==> src/design/two_level_page_table_walker_core_assert.svh <==
`ifndef TWO_LEVEL_PAGE_TABLE_WALKER_CORE_ASSERT_SVH
`define TWO_LEVEL_PAGE_TABLE_WALKER_CORE_ASSERT_SVH

// condition holds at every edge outside reset
`define PTW_ASSERT_HOLDS(lbl, clk, rst, cond, msg) \
   lbl: assert property (@(posedge clk) disable iff (rst) (cond)) else $error(msg);

// consequent holds in the same cycle as the antecedent
`define PTW_ASSERT_IMPLIES(lbl, clk, rst, ante, cons, msg) \
   lbl: assert property (@(posedge clk) disable iff (rst) (ante) |-> (cons)) else $error(msg);

// consequent holds in the cycle after the antecedent
`define PTW_ASSERT_NEXT(lbl, clk, rst, ante, cons, msg) \
   lbl: assert property (@(posedge clk) disable iff (rst) (ante) |=> (cons)) else $error(msg);

`endif

==> src/design/ptw_pkg.sv <==
`default_nettype none

package ptw_pkg;

   localparam int IN_DEPTH_DEFAULT  = 2;
   localparam int OUT_DEPTH_DEFAULT = 2;

   localparam int CSR_ADDR_W = 5;

   localparam logic [2:0] REG_MMU_ENABLE      = 3'd0;
   localparam logic [2:0] REG_ALIGN_CHECK     = 3'd1;
   localparam logic [2:0] REG_SYSTEM_BIT      = 3'd2;
   localparam logic [2:0] REG_ROM_BIT         = 3'd3;
   localparam logic [2:0] REG_TABLE_BASE_LOW  = 3'd4;
   localparam logic [2:0] REG_TABLE_BASE_HIGH = 3'd5;
   localparam logic [2:0] REG_SPLIT_BITS      = 3'd6;
   localparam logic [2:0] REG_CONTEXT_PID     = 3'd7;

   localparam logic ACTION_REQUEST    = 1'b0;
   localparam logic ACTION_DESCRIPTOR = 1'b1;

   localparam logic KIND_DESC_READ = 1'b0;
   localparam logic KIND_FINAL     = 1'b1;

   localparam logic [1:0] SIZE_BYTE     = 2'd0;
   localparam logic [1:0] SIZE_HALFWORD = 2'd1;
   localparam logic [1:0] SIZE_WORD     = 2'd2;
   localparam logic [1:0] SIZE_FETCH    = 2'd3;

   localparam logic [1:0] DESC_FAULT   = 2'd0;
   localparam logic [1:0] DESC_COARSE  = 2'd1;
   localparam logic [1:0] DESC_SECTION = 2'd2;
   localparam logic [1:0] DESC_LARGE   = 2'd1;

   localparam logic [2:0] FAULT_NONE      = 3'd0;
   localparam logic [2:0] FAULT_ALIGN     = 3'd1;
   localparam logic [2:0] FAULT_SECT_XLAT = 3'd2;
   localparam logic [2:0] FAULT_PAGE_XLAT = 3'd3;
   localparam logic [2:0] FAULT_SECT_PERM = 3'd4;
   localparam logic [2:0] FAULT_PAGE_PERM = 3'd5;

   localparam logic [1:0] AP_CONTROL = 2'd0;
   localparam logic [1:0] AP_PRIV    = 2'd1;
   localparam logic [1:0] AP_USER_RO = 2'd2;

   typedef enum logic [1:0] {
      PHASE_IDLE = 2'd0,
      PHASE_L1   = 2'd1,
      PHASE_L2   = 2'd2
   } phase_type;

   typedef struct packed {
      logic        mmu_enable;
      logic        align_check;
      logic        system_bit;
      logic        rom_bit;
      logic [31:0] table_base_low;
      logic [31:0] table_base_high;
      logic [2:0]  split_bits;
      logic [6:0]  context_pid;
   } cfg_type;

   typedef struct packed {
      logic        action;
      logic        start_walk;
      logic        kind;
      logic [2:0]  fault_code;
      logic [31:0] address;
      logic [31:0] vaddr;
      logic [1:0]  access_size;
      logic        is_write;
      logic        is_user;
   } entry_type;

   typedef struct packed {
      logic        kind;
      logic [31:0] address;
      logic [2:0]  fault_code;
   } result_type;

endpackage

`default_nettype wire

==> src/design/ptw_fifo.sv <==
`default_nettype none
`include "two_level_page_table_walker_core_assert.svh"

module ptw_fifo #(
   parameter int WIDTH = 1,
   parameter int DEPTH = ptw_pkg::IN_DEPTH_DEFAULT
) (
   input  wire logic             clock,
   input  wire logic             reset,
   input  wire logic             wr_en,
   input  wire logic [WIDTH-1:0] wr_data,
   output logic                  full,
   input  wire logic             rd_en,
   output logic      [WIDTH-1:0] rd_data,
   output logic                  empty
);

   localparam int PTR_W = (DEPTH > 1) ? $clog2(DEPTH) : 1;
   localparam int CNT_W = $clog2(DEPTH + 1);

   logic [WIDTH-1:0] mem_ff [DEPTH];
   logic [PTR_W-1:0] wr_ptr_ff, wr_ptr_in;
   logic [PTR_W-1:0] rd_ptr_ff, rd_ptr_in;
   logic [CNT_W-1:0] count_ff, count_in;
   logic             do_wr, do_rd;

   assign full    = (count_ff == CNT_W'(DEPTH));
   assign empty   = (count_ff == '0);
   assign do_wr   = wr_en && !full;
   assign do_rd   = rd_en && !empty;
   assign rd_data = mem_ff[rd_ptr_ff];

   always_comb begin
      wr_ptr_in = wr_ptr_ff;
      rd_ptr_in = rd_ptr_ff;
      if (do_wr) begin
         wr_ptr_in = (wr_ptr_ff == PTR_W'(DEPTH - 1)) ? '0 : wr_ptr_ff + 1'b1;
      end
      if (do_rd) begin
         rd_ptr_in = (rd_ptr_ff == PTR_W'(DEPTH - 1)) ? '0 : rd_ptr_ff + 1'b1;
      end
      count_in = count_ff + CNT_W'(do_wr) - CNT_W'(do_rd);
   end

   always_ff @(posedge clock) begin
      if (reset) begin
         wr_ptr_ff <= '0;
         rd_ptr_ff <= '0;
         count_ff  <= '0;
      end else begin
         wr_ptr_ff <= wr_ptr_in;
         rd_ptr_ff <= rd_ptr_in;
         count_ff  <= count_in;
      end
   end

   always_ff @(posedge clock) begin
      if (do_wr) begin
         mem_ff[wr_ptr_ff] <= wr_data;
      end
   end

   `PTW_ASSERT_HOLDS(a_count_bound, clock, reset, count_ff <= CNT_W'(DEPTH), "fifo overfilled")
   `PTW_ASSERT_NEXT(a_write_fills, clock, reset, do_wr && !do_rd, !empty, "written item lost")
   `PTW_ASSERT_NEXT(a_last_read, clock, reset, do_rd && !do_wr && count_ff == CNT_W'(1), empty,
      "fifo not empty after last read")

endmodule

`default_nettype wire

==> src/design/ptw_front.sv <==
`default_nettype none

module ptw_front (
   input  wire ptw_pkg::cfg_type   cfg,
   input  wire logic               action,
   input  wire logic [31:0]        vaddr,
   input  wire logic [1:0]         access_size,
   input  wire logic               is_write,
   input  wire logic               is_user,
   input  wire logic [31:0]        descriptor,
   output ptw_pkg::entry_type      entry
);

   logic [31:0] va_pid, va_walk, top_mask, base_mask, va_index, l1_addr;
   logic [4:0]  low_shift;
   logic        misaligned, upper_table;

   always_comb begin
      va_pid = vaddr;
      if (vaddr[31:25] == 7'd0) begin
         va_pid[31:25] = cfg.context_pid;
      end

      unique case (access_size)
         ptw_pkg::SIZE_BYTE:     misaligned = 1'b0;
         ptw_pkg::SIZE_HALFWORD: misaligned = va_pid[0];
         default:                misaligned = (va_pid[1:0] != 2'd0);
      endcase

      va_walk = va_pid;
      if (access_size == ptw_pkg::SIZE_FETCH ||
          (access_size == ptw_pkg::SIZE_WORD && is_write)) begin
         va_walk[1:0] = 2'd0;
      end

      top_mask    = ~(32'hFFFF_FFFF >> cfg.split_bits);
      upper_table = (cfg.split_bits != 3'd0) && ((va_walk & top_mask) != 32'd0);
      low_shift   = 5'd14 - {2'd0, cfg.split_bits};
      base_mask   = 32'hFFFF_FFFF << low_shift;
      va_index    = va_walk >> 18;
      if (upper_table) begin
         l1_addr = (cfg.table_base_high & 32'hFFFF_C000) | va_index;
      end else begin
         l1_addr = (cfg.table_base_low & base_mask) | (va_index & ~base_mask);
      end
      l1_addr[1:0] = 2'd0;
   end

   always_comb begin
      entry.action      = action;
      entry.start_walk  = 1'b0;
      entry.kind        = ptw_pkg::KIND_FINAL;
      entry.fault_code  = ptw_pkg::FAULT_NONE;
      entry.address     = descriptor;
      entry.vaddr       = va_walk;
      entry.access_size = access_size;
      entry.is_write    = is_write;
      entry.is_user     = is_user;
      if (action == ptw_pkg::ACTION_REQUEST) begin
         if (!cfg.mmu_enable) begin
            entry.address = va_pid;
         end else if (cfg.align_check && misaligned) begin
            entry.address    = 32'd0;
            entry.fault_code = ptw_pkg::FAULT_ALIGN;
         end else begin
            entry.start_walk = 1'b1;
            entry.kind       = ptw_pkg::KIND_DESC_READ;
            entry.address    = l1_addr;
         end
      end
   end

endmodule

`default_nettype wire

==> src/design/ptw_back.sv <==
`default_nettype none
`include "two_level_page_table_walker_core_assert.svh"

module ptw_back (
   input  wire logic                clock,
   input  wire logic                reset,
   input  wire ptw_pkg::cfg_type    cfg,
   input  wire ptw_pkg::entry_type  entry,
   input  wire logic                entry_empty,
   output logic                     entry_pop,
   input  wire logic                result_full,
   output logic                     result_push,
   output ptw_pkg::result_type      result
);

   ptw_pkg::phase_type phase_ff, phase_in;
   logic [31:0] held_vaddr_ff;
   logic [1:0]  held_size_ff;
   logic        held_write_ff;
   logic        held_user_ff;

   logic        take, is_read, ap_ok, result_valid;
   logic [1:0]  ap;
   logic [31:0] desc;

   assign take      = !entry_empty && !result_full;
   assign entry_pop = take;
   assign desc      = entry.address;
   assign is_read   = !held_write_ff || (held_size_ff == ptw_pkg::SIZE_FETCH);

   always_comb begin
      phase_in = phase_ff;
      if (take) begin
         if (entry.action == ptw_pkg::ACTION_REQUEST) begin
            phase_in = entry.start_walk ? ptw_pkg::PHASE_L1 : ptw_pkg::PHASE_IDLE;
         end else begin
            unique case (phase_ff)
               ptw_pkg::PHASE_L1:
                  phase_in = (desc[1:0] == ptw_pkg::DESC_COARSE) ?
                             ptw_pkg::PHASE_L2 : ptw_pkg::PHASE_IDLE;
               ptw_pkg::PHASE_L2: phase_in = ptw_pkg::PHASE_IDLE;
               default:           phase_in = ptw_pkg::PHASE_IDLE;
            endcase
         end
      end
   end

   always_comb begin
      ap = (phase_ff == ptw_pkg::PHASE_L1) ? desc[11:10] : desc[5:4];
      unique case (ap)
         ptw_pkg::AP_CONTROL:
            ap_ok = is_read && ((cfg.system_bit && !held_user_ff) || cfg.rom_bit);
         ptw_pkg::AP_PRIV:    ap_ok = !held_user_ff;
         ptw_pkg::AP_USER_RO: ap_ok = is_read || !held_user_ff;
         default:             ap_ok = 1'b1;
      endcase

      result_valid      = 1'b0;
      result.kind       = ptw_pkg::KIND_FINAL;
      result.address    = 32'd0;
      result.fault_code = ptw_pkg::FAULT_NONE;

      if (entry.action == ptw_pkg::ACTION_REQUEST) begin
         result_valid      = 1'b1;
         result.kind       = entry.kind;
         result.address    = entry.address;
         result.fault_code = entry.fault_code;
      end else begin
         unique case (phase_ff)
            ptw_pkg::PHASE_L1: begin
               result_valid = 1'b1;
               if (desc[1:0] == ptw_pkg::DESC_COARSE) begin
                  result.kind    = ptw_pkg::KIND_DESC_READ;
                  result.address = {desc[31:10], held_vaddr_ff[19:12], 2'b00};
               end else if (desc[1:0] == ptw_pkg::DESC_SECTION) begin
                  if (!ap_ok) begin
                     result.fault_code = ptw_pkg::FAULT_SECT_PERM;
                  end else if (desc[18]) begin
                     result.address = {desc[31:24], held_vaddr_ff[23:0]};
                  end else begin
                     result.address = {desc[31:20], held_vaddr_ff[19:0]};
                  end
               end else begin
                  result.fault_code = ptw_pkg::FAULT_SECT_XLAT;
               end
            end
            ptw_pkg::PHASE_L2: begin
               result_valid = 1'b1;
               if (desc[1:0] == ptw_pkg::DESC_FAULT) begin
                  result.fault_code = ptw_pkg::FAULT_PAGE_XLAT;
               end else if (!ap_ok) begin
                  result.fault_code = ptw_pkg::FAULT_PAGE_PERM;
               end else if (desc[1:0] == ptw_pkg::DESC_LARGE) begin
                  result.address = {desc[31:16], held_vaddr_ff[15:0]};
               end else begin
                  result.address = {desc[31:12], held_vaddr_ff[11:0]};
               end
            end
            default: result_valid = 1'b0;
         endcase
      end

      result_push = take && result_valid;
   end

   always_ff @(posedge clock) begin
      if (reset) begin
         phase_ff <= ptw_pkg::PHASE_IDLE;
      end else begin
         phase_ff <= phase_in;
      end
   end

   always_ff @(posedge clock) begin
      if (take && entry.action == ptw_pkg::ACTION_REQUEST) begin
         held_vaddr_ff <= entry.vaddr;
         held_size_ff  <= entry.access_size;
         held_write_ff <= entry.is_write;
         held_user_ff  <= entry.is_user;
      end
   end

   `PTW_ASSERT_NEXT(a_no_skip_l1, clock, reset, phase_ff == ptw_pkg::PHASE_IDLE,
      phase_ff != ptw_pkg::PHASE_L2, "second level entered without first")
   `PTW_ASSERT_IMPLIES(a_fault_zero_addr, clock, reset,
      result_push && result.fault_code != ptw_pkg::FAULT_NONE, result.address == 32'd0,
      "faulting result carries an address")
   `PTW_ASSERT_IMPLIES(a_read_no_fault, clock, reset,
      result_push && result.kind == ptw_pkg::KIND_DESC_READ,
      result.fault_code == ptw_pkg::FAULT_NONE && phase_in != ptw_pkg::PHASE_IDLE,
      "descriptor read without a walk")

endmodule

`default_nettype wire

==> src/design/two_level_page_table_walker_core.sv <==
`default_nettype none

// Short-descriptor two-level page table walker without a TLB. Requests and
// returned descriptors enter on the req_ queue port; each produces at most
// one item on the rsp_ queue port: a descriptor read address (rsp_kind 0) to
// be fetched and answered with a descriptor item, or a final physical
// address or fault (rsp_kind 1). One item is accepted per cycle while the
// result queue has room; the back end works on the head of the input queue
// and writes its result into the result queue at the edge that takes the
// item. A descriptor arriving with no walk in progress gives no result;
// a new request abandons any walk in progress.
// Registers lie at byte addresses 4*i on the csr_ port; the user must write
// them only while the walker is idle, which the block does not enforce.

module two_level_page_table_walker_core #(
   parameter int IN_DEPTH  = ptw_pkg::IN_DEPTH_DEFAULT,
   parameter int OUT_DEPTH = ptw_pkg::OUT_DEPTH_DEFAULT
) (
   input  wire logic                           clock,
   input  wire logic                           reset,

   input  wire logic                           req_push,
   output logic                                req_full,
   input  wire logic                           req_action,
   input  wire logic [31:0]                    req_vaddr,
   input  wire logic [1:0]                     req_access_size,
   input  wire logic                           req_is_write,
   input  wire logic                           req_is_user,
   input  wire logic [31:0]                    req_descriptor,

   output logic                                rsp_empty,
   input  wire logic                           rsp_pop,
   output logic                                rsp_kind,
   output logic [31:0]                         rsp_address,
   output logic [2:0]                          rsp_fault_code,

   input  wire logic                           csr_psel,
   input  wire logic                           csr_penable,
   input  wire logic                           csr_pwrite,
   input  wire logic [ptw_pkg::CSR_ADDR_W-1:0] csr_paddr,
   input  wire logic [31:0]                    csr_pwdata,
   output logic [31:0]                         csr_prdata,
   output logic                                csr_pready
);

   localparam int ENTRY_W  = $bits(ptw_pkg::entry_type);
   localparam int RESULT_W = $bits(ptw_pkg::result_type);

   ptw_pkg::cfg_type    cfg_ff, cfg_in;
   ptw_pkg::entry_type  front_entry, back_entry;
   ptw_pkg::result_type back_result, head_result;
   logic [ENTRY_W-1:0]  back_entry_bits;
   logic [RESULT_W-1:0] head_result_bits;
   logic [2:0]          csr_index;
   logic                csr_write;
   logic                entry_empty, entry_pop, result_full, result_push;

   assign csr_pready = 1'b1;
   assign csr_index  = csr_paddr[4:2];
   assign csr_write  = csr_psel && csr_penable && csr_pwrite && csr_pready;

   always_comb begin
      cfg_in = cfg_ff;
      if (csr_write) begin
         unique case (csr_index)
            ptw_pkg::REG_MMU_ENABLE:      cfg_in.mmu_enable      = csr_pwdata[0];
            ptw_pkg::REG_ALIGN_CHECK:     cfg_in.align_check     = csr_pwdata[0];
            ptw_pkg::REG_SYSTEM_BIT:      cfg_in.system_bit      = csr_pwdata[0];
            ptw_pkg::REG_ROM_BIT:         cfg_in.rom_bit         = csr_pwdata[0];
            ptw_pkg::REG_TABLE_BASE_LOW:  cfg_in.table_base_low  = csr_pwdata;
            ptw_pkg::REG_TABLE_BASE_HIGH: cfg_in.table_base_high = csr_pwdata;
            ptw_pkg::REG_SPLIT_BITS:      cfg_in.split_bits      = csr_pwdata[2:0];
            ptw_pkg::REG_CONTEXT_PID:     cfg_in.context_pid     = csr_pwdata[6:0];
            default:                      cfg_in = cfg_ff;
         endcase
      end
   end

   always_comb begin
      unique case (csr_index)
         ptw_pkg::REG_MMU_ENABLE:      csr_prdata = {31'd0, cfg_ff.mmu_enable};
         ptw_pkg::REG_ALIGN_CHECK:     csr_prdata = {31'd0, cfg_ff.align_check};
         ptw_pkg::REG_SYSTEM_BIT:      csr_prdata = {31'd0, cfg_ff.system_bit};
         ptw_pkg::REG_ROM_BIT:         csr_prdata = {31'd0, cfg_ff.rom_bit};
         ptw_pkg::REG_TABLE_BASE_LOW:  csr_prdata = cfg_ff.table_base_low;
         ptw_pkg::REG_TABLE_BASE_HIGH: csr_prdata = cfg_ff.table_base_high;
         ptw_pkg::REG_SPLIT_BITS:      csr_prdata = {29'd0, cfg_ff.split_bits};
         ptw_pkg::REG_CONTEXT_PID:     csr_prdata = {25'd0, cfg_ff.context_pid};
         default:                      csr_prdata = 32'd0;
      endcase
   end

   always_ff @(posedge clock) begin
      if (reset) begin
         cfg_ff <= '0;
      end else begin
         cfg_ff <= cfg_in;
      end
   end

   ptw_front u_front (
      .cfg         (cfg_ff),
      .action      (req_action),
      .vaddr       (req_vaddr),
      .access_size (req_access_size),
      .is_write    (req_is_write),
      .is_user     (req_is_user),
      .descriptor  (req_descriptor),
      .entry       (front_entry)
   );

   ptw_fifo #(
      .WIDTH (ENTRY_W),
      .DEPTH (IN_DEPTH)
   ) u_entry_fifo (
      .clock   (clock),
      .reset   (reset),
      .wr_en   (req_push),
      .wr_data (front_entry),
      .full    (req_full),
      .rd_en   (entry_pop),
      .rd_data (back_entry_bits),
      .empty   (entry_empty)
   );

   assign back_entry = ptw_pkg::entry_type'(back_entry_bits);

   ptw_back u_back (
      .clock       (clock),
      .reset       (reset),
      .cfg         (cfg_ff),
      .entry       (back_entry),
      .entry_empty (entry_empty),
      .entry_pop   (entry_pop),
      .result_full (result_full),
      .result_push (result_push),
      .result      (back_result)
   );

   ptw_fifo #(
      .WIDTH (RESULT_W),
      .DEPTH (OUT_DEPTH)
   ) u_result_fifo (
      .clock   (clock),
      .reset   (reset),
      .wr_en   (result_push),
      .wr_data (back_result),
      .full    (result_full),
      .rd_en   (rsp_pop),
      .rd_data (head_result_bits),
      .empty   (rsp_empty)
   );

   assign head_result    = ptw_pkg::result_type'(head_result_bits);
   assign rsp_kind       = head_result.kind;
   assign rsp_address    = head_result.address;
   assign rsp_fault_code = head_result.fault_code;

endmodule

`default_nettype wire

==> config.mk <==
export PLATFORM = sky130hd
export DESIGN_NAME = two_level_page_table_walker_core
export DESIGN_NICKNAME = d
export VERILOG_FILES = /design/src/design/ptw_pkg.sv /design/src/design/ptw_fifo.sv /design/src/design/ptw_front.sv /design/src/design/ptw_back.sv /design/src/design/two_level_page_table_walker_core.sv
export VERILOG_INCLUDE_DIRS = /design/src /design/src/design
export SDC_FILE = /design/constraint.sdc
export NUM_CORES = 1
export LEC_CHECK = 0
export ABC_AREA = 1
export BUFFER_PORTS_ARGS = -buffer_cell sky130_fd_sc_hd__buf_2
export CORE_MARGIN = 5
export CORE_UTILIZATION = 45
export DETAILED_ROUTE_END_ITERATION = 6
export PLACE_DENSITY = 0.75
export SYNTH_ARGS = -nofsm -noshare
export SYNTH_HDL_FRONTEND = slang
export SYNTH_SLANG_ARGS = --single-unit
==> constraint.sdc <==
create_clock -name clock -period 4.9 [get_ports clock]
set_input_delay 0.245 -clock clock [delete_from_list [all_inputs] [get_ports clock]]
set_output_delay 0.245 -clock clock [all_outputs]
set_load 0.01 [all_outputs]
* After elaboration in Yosys (flattened, before gate mapping)
Memory sizes are Yosys's and may differ from the RTL's. A register that Yosys moved wholly into a read port is not among the register bits. Cells that the tools add are included.
Word-level totals: bits in registers 116, RAM bits 220, input bits 113, output and inout port bits 71, memories 2, logic and storage cells 149
Operators by class: shift operators 2, multiplexer cells 47, equal/unequal tests 19, bitwise operators 8, add/sub/neg operators 9, reduce and logical (&&, ||, !) cells 43
Memories:
- u_entry_fifo.mem_ff | words 2, width 74, read ports 1, clocked after memory_dff 1, write ports 1, RTL line ptw_fifo.sv:21 | logic [WIDTH-1:0] mem_ff [DEPTH];
- u_result_fifo.mem_ff | words 2, width 36, read ports 1, clocked after memory_dff 1, write ports 1, RTL line ptw_fifo.sv:21
Operator list (number):
- 32-bit 2-to-1 mux | 8
- 32-bit case mux with 8 select lines | 1
- 35-bit case mux with 2 select lines | 1
- 32-bit AND | 2
- 32-bit NOT | 2
- 37-bit 2-to-1 mux | 1
- 36-bit 2-to-1 mux | 1
- 14-bit by 32-bit AND with 32-bit output | 1
- 32-bit by 14-bit bitwise OR with 32-bit output | 1
- 32-bit bitwise OR | 1
- 32-bit nonzero test | 1
- 32-bit by 5-bit left shift with 32-bit output, first input constant | 1
- 32-bit by 3-bit >> shifter with 32-bit output, first input constant | 1
- 24-bit 2-to-1 mux | 1
- 1-bit 2-to-1 mux | 18
- 2-bit == test, second input constant | 8
- 16-bit 2-to-1 mux | 1
- 2-bit AND reduction | 8
- 3-bit 2-to-1 mux | 5
- 1-bit logical AND | 14
- 3-bit == test, second input constant | 4
- 2-bit 2-to-1 mux | 6
- 2-bit zero test | 5
- 2-bit by 1-bit == test with 1-bit output, second input constant | 4
- other kinds (18) | 32

* Depth between registers and ports, before layout
word-level depth 11, depth in mapped cells 15, mapped depth without buffers 14

* Cells and area by module
A second synthesis with hierarchy kept.
Unflattened totals: cells, all modules 1613, area total of the unflattened synthesis 16657.2 µm²
By module, submodules not included:
- ptw_fifo (u_entry_fifo) | instances 1, cells each 269, sequential area each 4544.4 µm², area an instance 5838.1 µm²
- two_level_page_table_walker_core | instances 1, cells each 445, sequential area each 1561.5 µm², area an instance 3449.6 µm²
- ptw_fifo (u_result_fifo) | instances 1, cells each 151, sequential area each 2262.2 µm², area an instance 3002.9 µm²
- ptw_front | instances 1, cells each 434, sequential area each 0.0 µm², area an instance 2224.6 µm²
- ptw_back | instances 1, cells each 314, sequential area each 880.8 µm², area an instance 2142.1 µm²

* Worst setup path before layout
No wires, ideal clock.
path type reg-to-reg, from register u_entry_fifo.count_ff[1], to memory u_entry_fifo.mem_ff[1][0] (netlist bit), enable pin, stages on the path, launching flop included 4, arrival 3.205 ns, clock period less this slack 3.693 ns, data required time 4.412 ns, library setup time 0.488 ns, path slack 1.207 ns, buffers on the path 0, cells stage by stage dfxtp_1 > inv_1 > o21ai_0 > nor2_1
Between the ends: cells in the longest elaborated chain, start to end 5
Ends and longest elaborated chain:
- start, declared | RTL line ptw_fifo.sv:24 | logic [CNT_W-1:0] count_ff, count_in;
- start signal, assigned | RTL line ptw_fifo.sv:53 | count_ff <= count_in;
- 2-bit == test | RTL line ptw_fifo.sv:27 | assign full = (count_ff == CNT_W'(DEPTH));
- 1-bit zero test | RTL line ptw_fifo.sv:29 | assign do_wr = wr_en && !full;
- 1-bit logical AND | RTL line ptw_fifo.sv:29
- 1-bit 2-to-1 mux | RTL line ptw_fifo.sv:58 | if (do_wr) begin
- 1-bit 2-to-1 mux (not written as such) | RTL line ptw_fifo.sv:59 | mem_ff[wr_ptr_ff] <= wr_data;
- end, declared | RTL line ptw_fifo.sv:21
Every way passes these cells.

==> results by stage <==
Outcome:
- The run finished with clean final reports.

STA:
- The summed negative setup slack over all endpoints is 0 ps.
- Measured against its own limit, the worst slew margin works out to 0.250.
- The share of the clock period used by the worst path is 0.698.
- The final-report hold violation count came to 0.
- The count of pins over their slew limit is 0.
- The top achievable clock speed is a little under 0.3 GHz.
- The final count of negative-setup-slack endpoints is 0.
- The setup clock skew after layout is between 15 and 20 ps.
- The measured slew at the worst slew-check pin is ~1100 ps.
- Setup repair after global routing left no endpoint under its margin.
- The final critical delay including setup and external delays is 3420 ps.

Power:
- The share of total power dissipated in sequential elements is 0.448.
- The power density normalized to cell area is roughly 480 nW/um^2.
- The combinational cell fraction of total power is 0.277.
- Summed over all nets, the switching power comes to approximately 2.7 mW.
- Of the total power, the clock network draws 0.274.
- The worst ir drop on vdd is between 0.0002 and 0.0003 V.
- Of the total power, the share spent switching nets is 0.322.
- In this run the static leakage power is around 7 nW.
- The cell-internal power is ~5.6 mW.
- After layout, the design draws a total of approximately 8.2 mW.

Floorplan:
- The floorplan step defined a die boundary enclosing between 30,000 and 40,000 um^2.
- In this run the core area contains 65 standard-cell rows.
- For this design the top-level I/O count stands at approximately 180.
- The initial utilization of the core area, before any placement, comes to 0.456.
- From bottom edge to top edge, the die measures ~190 um.
- Measured along the x axis, the die boundary spans 189 um.
- The area of the core is between 30,000 and 40,000 um^2.

GRT:
- Across every metal layer, demand over resource in global routing totals 0.206.
- The first global-routing pass estimated approximately 59 mm of wire.
- The number of antenna violations at the first check in global routing came to 4.
- Global routing finished with a remaining overflow of 0.
- The number of global-route vias before repair is roughly 11,000.
- The largest net degree at the start of global routing is 77.

Yosys:
- A synthesized cell averages about 9.7 um^2.
- After synthesis the cells add up to roughly 14,000 um^2.
- Of the synthesized area, sequential elements account for 0.603.
- After synthesis, the share of flip-flops with an asynchronous set or reset is 0.
- The number of cells produced by synthesis is between 1,000 and 1,500.
- The post-synth net total is between 1,500 and 2,000.
- The number of distinct library cell variants in the gate-level netlist after synthesis is 47.
- The most used flip-flop cell after synthesis is sky130_fd_sc_hd__edfxtp_1.
- During synthesis, Yosys emitted a total of 0 warnings.
- Synthesis inferred around 320 register bits.
- The number of flops mapped to enable cells by yosys is 228.

Hold path:
- The tightest min-delay check is of the in -> reg type.

Drt:
- The routed layout has approximately 11,000 vias.
- The detailed router finished its first iteration with 1,031 violations.
- After detailed routing, the total wire length is approximately 38 mm.
- The number of iterations in the first detailed-routing pass is 5.
- The average detailed-routed wire length per instance is 17.9 um.
- The count of nets left with antenna violations once routing finished came out at 0.
- In the routed design, unresolved DRC markers number 0.
- After detailed routing, the number of vias per cell comes to between 5 and 6.

Worst setup path:
- The delay of the slowest cell on the worst path is between 400 and 500 ps.
- The type of origin of the critical path is a register.
- Traced cell by cell, the critical path runs through buf_4 -> buf_4 -> o21ai_0 -> inv_1 -> ha_1 -> inv_1 -> nand2_1 -> nor2_1 -> a211oi_1 -> nand2_1 -> o21ai_1 -> nand2_1 -> o21ai_0.
- The register-to-register setup slack is about 1500 ps.
- Counting stages on the worst path, the most repeated cell is sky130_fd_sc_hd__nand2_1.
- The critical path's slowest cell is sky130_fd_sc_hd__dfxtp_2.
- For the worst setup path, the data required time is between 5000 and 6000 ps.
- The endpoint kind of the worst setup timing path is a register.
- The largest driver fanout on the critical path is 33.
- STA puts the critical path data arrival time at around 3800 ps.
- The type of the setup path with the least slack is reg -> reg.

Placed design:
- The congestion estimate from routability-driven global placement came to 0.890.
- The half-perimeter wire length of the detailed placement result is 26.3 mm.
- During placement, the flow inserted port buffers numbering 180.

Clock tree:
- The number of H-tree branching levels is 1.
- The source-to-sink clock delay at the later pin of the worst-skew pair is ~550 ps.
- The setup fix buffers added after clock tree synthesis is 0.
- The clock-pin slew on the worst setup and hold paths is 60 ps.
- The cell chosen for the clock root is sky130_fd_sc_hd__clkbuf_16.
- The number of CTS-inserted buffers is 31.
- The maximum root-to-sink buffer count is 3.
- The CTS sink count is approximately 320.
- TritonCTS built the clock tree.

Finish:
- The synthesis-to-layout area growth is 19.2%.
- The number of nets at the end of the flow is between 1,500 and 2,000.
- The share of final-layout standard cells stronger than drive strength 1 is 0.191.
- The total of fill cells in the finished design is 2,674.
- In the layout the commonest cells are sky130_fd_sc_hd__nand2_1 (327), sky130_fd_sc_hd__edfxtp_1 (228), sky130_fd_sc_hd__buf_2 (180), sky130_fd_sc_hd__inv_1 (135), sky130_fd_sc_hd__a21oi_1 (126).
- The most common cell after layout, fill and taps aside is sky130_fd_sc_hd__nand2_1.

Flow run:
- The max-capacitance violation count is 0.
logic make-up (layout without fill, tap and decap cells):
kind of cell / after synthesis / in the layout / synth area share
compound gates: 318 / 318 / 0.119
xor+xnor: 2 / 2 / 0.00122
fa+ha+maj: 16 / 16 / 0.0140
buf+inv: 214 / 450 / 0.0605
flops: 318 / 318 / 0.603
mux: 46 / 46 / 0.0352
other cells: 1 / 4 / 0.000261
simple gates: 568 / 568 / 0.167
final cells by class:
cell class / count / area [um^2] / share of cell area
antenna: 3 / 7.51 / 0.000439
tap: 402 / 503 / 0.0294
sequential: 318 / 8650 / 0.506
multi-input combinational: 951 / 4860 / 0.284
clock inverter: 12 / 88.8 / 0.00520
clock buffer: 44 / 876 / 0.0512
inverter: 143 / 537 / 0.0314
timing repair buffer: 251 / 1570 / 0.0919
through the flow:
step | util | hold WS (ps) | worst slack (ps) | cell area (um^2) | cells
2_1_floorplan | - | 344 | 1210 | 14300 | 1483
3_3_place_gp | 0.495 | 432 | 1580 | 15600 | 2010
3_5_place_dp | 0.495 | 442 | 1520 | 15600 | 2010
4_1_cts | 0.543 | 2.57 | 1500 | 17100 | 2121
5_1_grt | 0.543 | 28.6 | 1190 | 17100 | 2123
6_report | 0.543 | 29.7 | 1480 | 17100 | 2124
cells in the mapped netlist (5+ instances only):
| cell type | n | share of area |
|---|---|---|
| sky130_fd_sc_hd__nand2_1 | 327 | 0.086 |
| sky130_fd_sc_hd__o21bai_1 | 9 | 0.0047 |
| sky130_fd_sc_hd__dfxtp_1 | 90 | 0.13 |
| sky130_fd_sc_hd__inv_1 | 135 | 0.035 |
| sky130_fd_sc_hd__ha_1 | 16 | 0.014 |
| sky130_fd_sc_hd__o21ai_1 | 26 | 0.0091 |
| sky130_fd_sc_hd__nor2_1 | 130 | 0.034 |
| sky130_fd_sc_hd__buf_1 | 5 | 0.0013 |
| sky130_fd_sc_hd__mux2_2 | 36 | 0.028 |
| sky130_fd_sc_hd__nand2_2 | 8 | 0.0035 |
| sky130_fd_sc_hd__edfxtp_1 | 228 | 0.48 |
| sky130_fd_sc_hd__clkbuf_1 | 52 | 0.014 |
| sky130_fd_sc_hd__o21ai_0 | 112 | 0.039 |
| sky130_fd_sc_hd__nand3_1 | 66 | 0.023 |
| sky130_fd_sc_hd__a21oi_1 | 126 | 0.044 |
| sky130_fd_sc_hd__mux2i_1 | 10 | 0.0070 |
| sky130_fd_sc_hd__inv_2 | 7 | 0.0018 |
| sky130_fd_sc_hd__o211ai_1 | 5 | 0.0026 |
| sky130_fd_sc_hd__buf_2 | 6 | 0.0021 |
| sky130_fd_sc_hd__nand3_2 | 8 | 0.0056 |
| sky130_fd_sc_hd__nor3_1 | 6 | 0.0021 |
| sky130_fd_sc_hd__buf_6 | 7 | 0.0055 |
| sky130_fd_sc_hd__or2_2 | 8 | 0.0035 |
| sky130_fd_sc_hd__o22ai_1 | 25 | 0.011 |
worst max-delay path, delay by kind of cell, from the launching register on:
family,cells,cell delay (ps)
simple gates,4,480
flops,1,460
buf+inv,4,1140
fa+ha+maj,1,410
compound gates,4,690
power by group through the flow:
stage / registers (mW) / logic, mW / clock network (mW)
3_3_place_gp: 3.73 / 2.20 / 0
6_report: 3.70 / 2.28 / 2.26
2_1_floorplan: 3.71 / 1.51 / 0
4_1_cts: 3.70 / 2.31 / 2.29
3_5_place_dp: 3.75 / 2.26 / 0
5_1_grt: 3.73 / 2.53 / 2.41
registers in the layout (all words and copies together) (netlist names), named ones only:
name and flops:
u_entry_fifo.rd_ptr_ff 1, u_result_fifo.rd_ptr_ff 1, u_result_fifo.count_ff 2, u_entry_fifo.count_ff 2, u_back.held_write_ff 1, u_result_fifo.mem_ff 72
cfg_ff 78, u_entry_fifo.wr_ptr_ff 1, u_back.held_vaddr_ff 24, u_result_fifo.wr_ptr_ff 1, u_back.phase_ff 2, u_back.held_user_ff 1
u_back.held_size_ff 2, u_entry_fifo.mem_ff 128
timing repair:
action,CTS,global route
endpoints found under the hold margin,110,0
gates resized for setup,0,0
hold buffers,55,0
path summary, 6_finish.rpt:
kind                                        start  cells after the start                                     to
max                                      register                     13  u_result_fifo.mem_ff[0][26]$_DFFE_PP_
min                                         reset                      2   u_result_fifo.count_ff[0]$_SDFF_PP0_
max reg2reg                              register                     13  u_result_fifo.mem_ff[0][26]$_DFFE_PP_
min reg2reg  u_result_fifo.rd_ptr_ff$_SDFFE_PP0P_                      1   u_result_fifo.rd_ptr_ff$_SDFFE_PP0P_
layer usage:
layer | routed length, um | vias to the layer above | track usage | share of wire
met5 | 16 | - | 0 | 0.00042
met1 | 15800 | 5269 | 0.280 | 0.42
met2 | 18100 | 498 | 0.341 | 0.48
li1 | - | 5456 | - | -
met3 | 2940 | 70 | 0.0346 | 0.078
met4 | 1040 | 4 | 0.0622 | 0.027
Power figures use the tool's default switching activity.
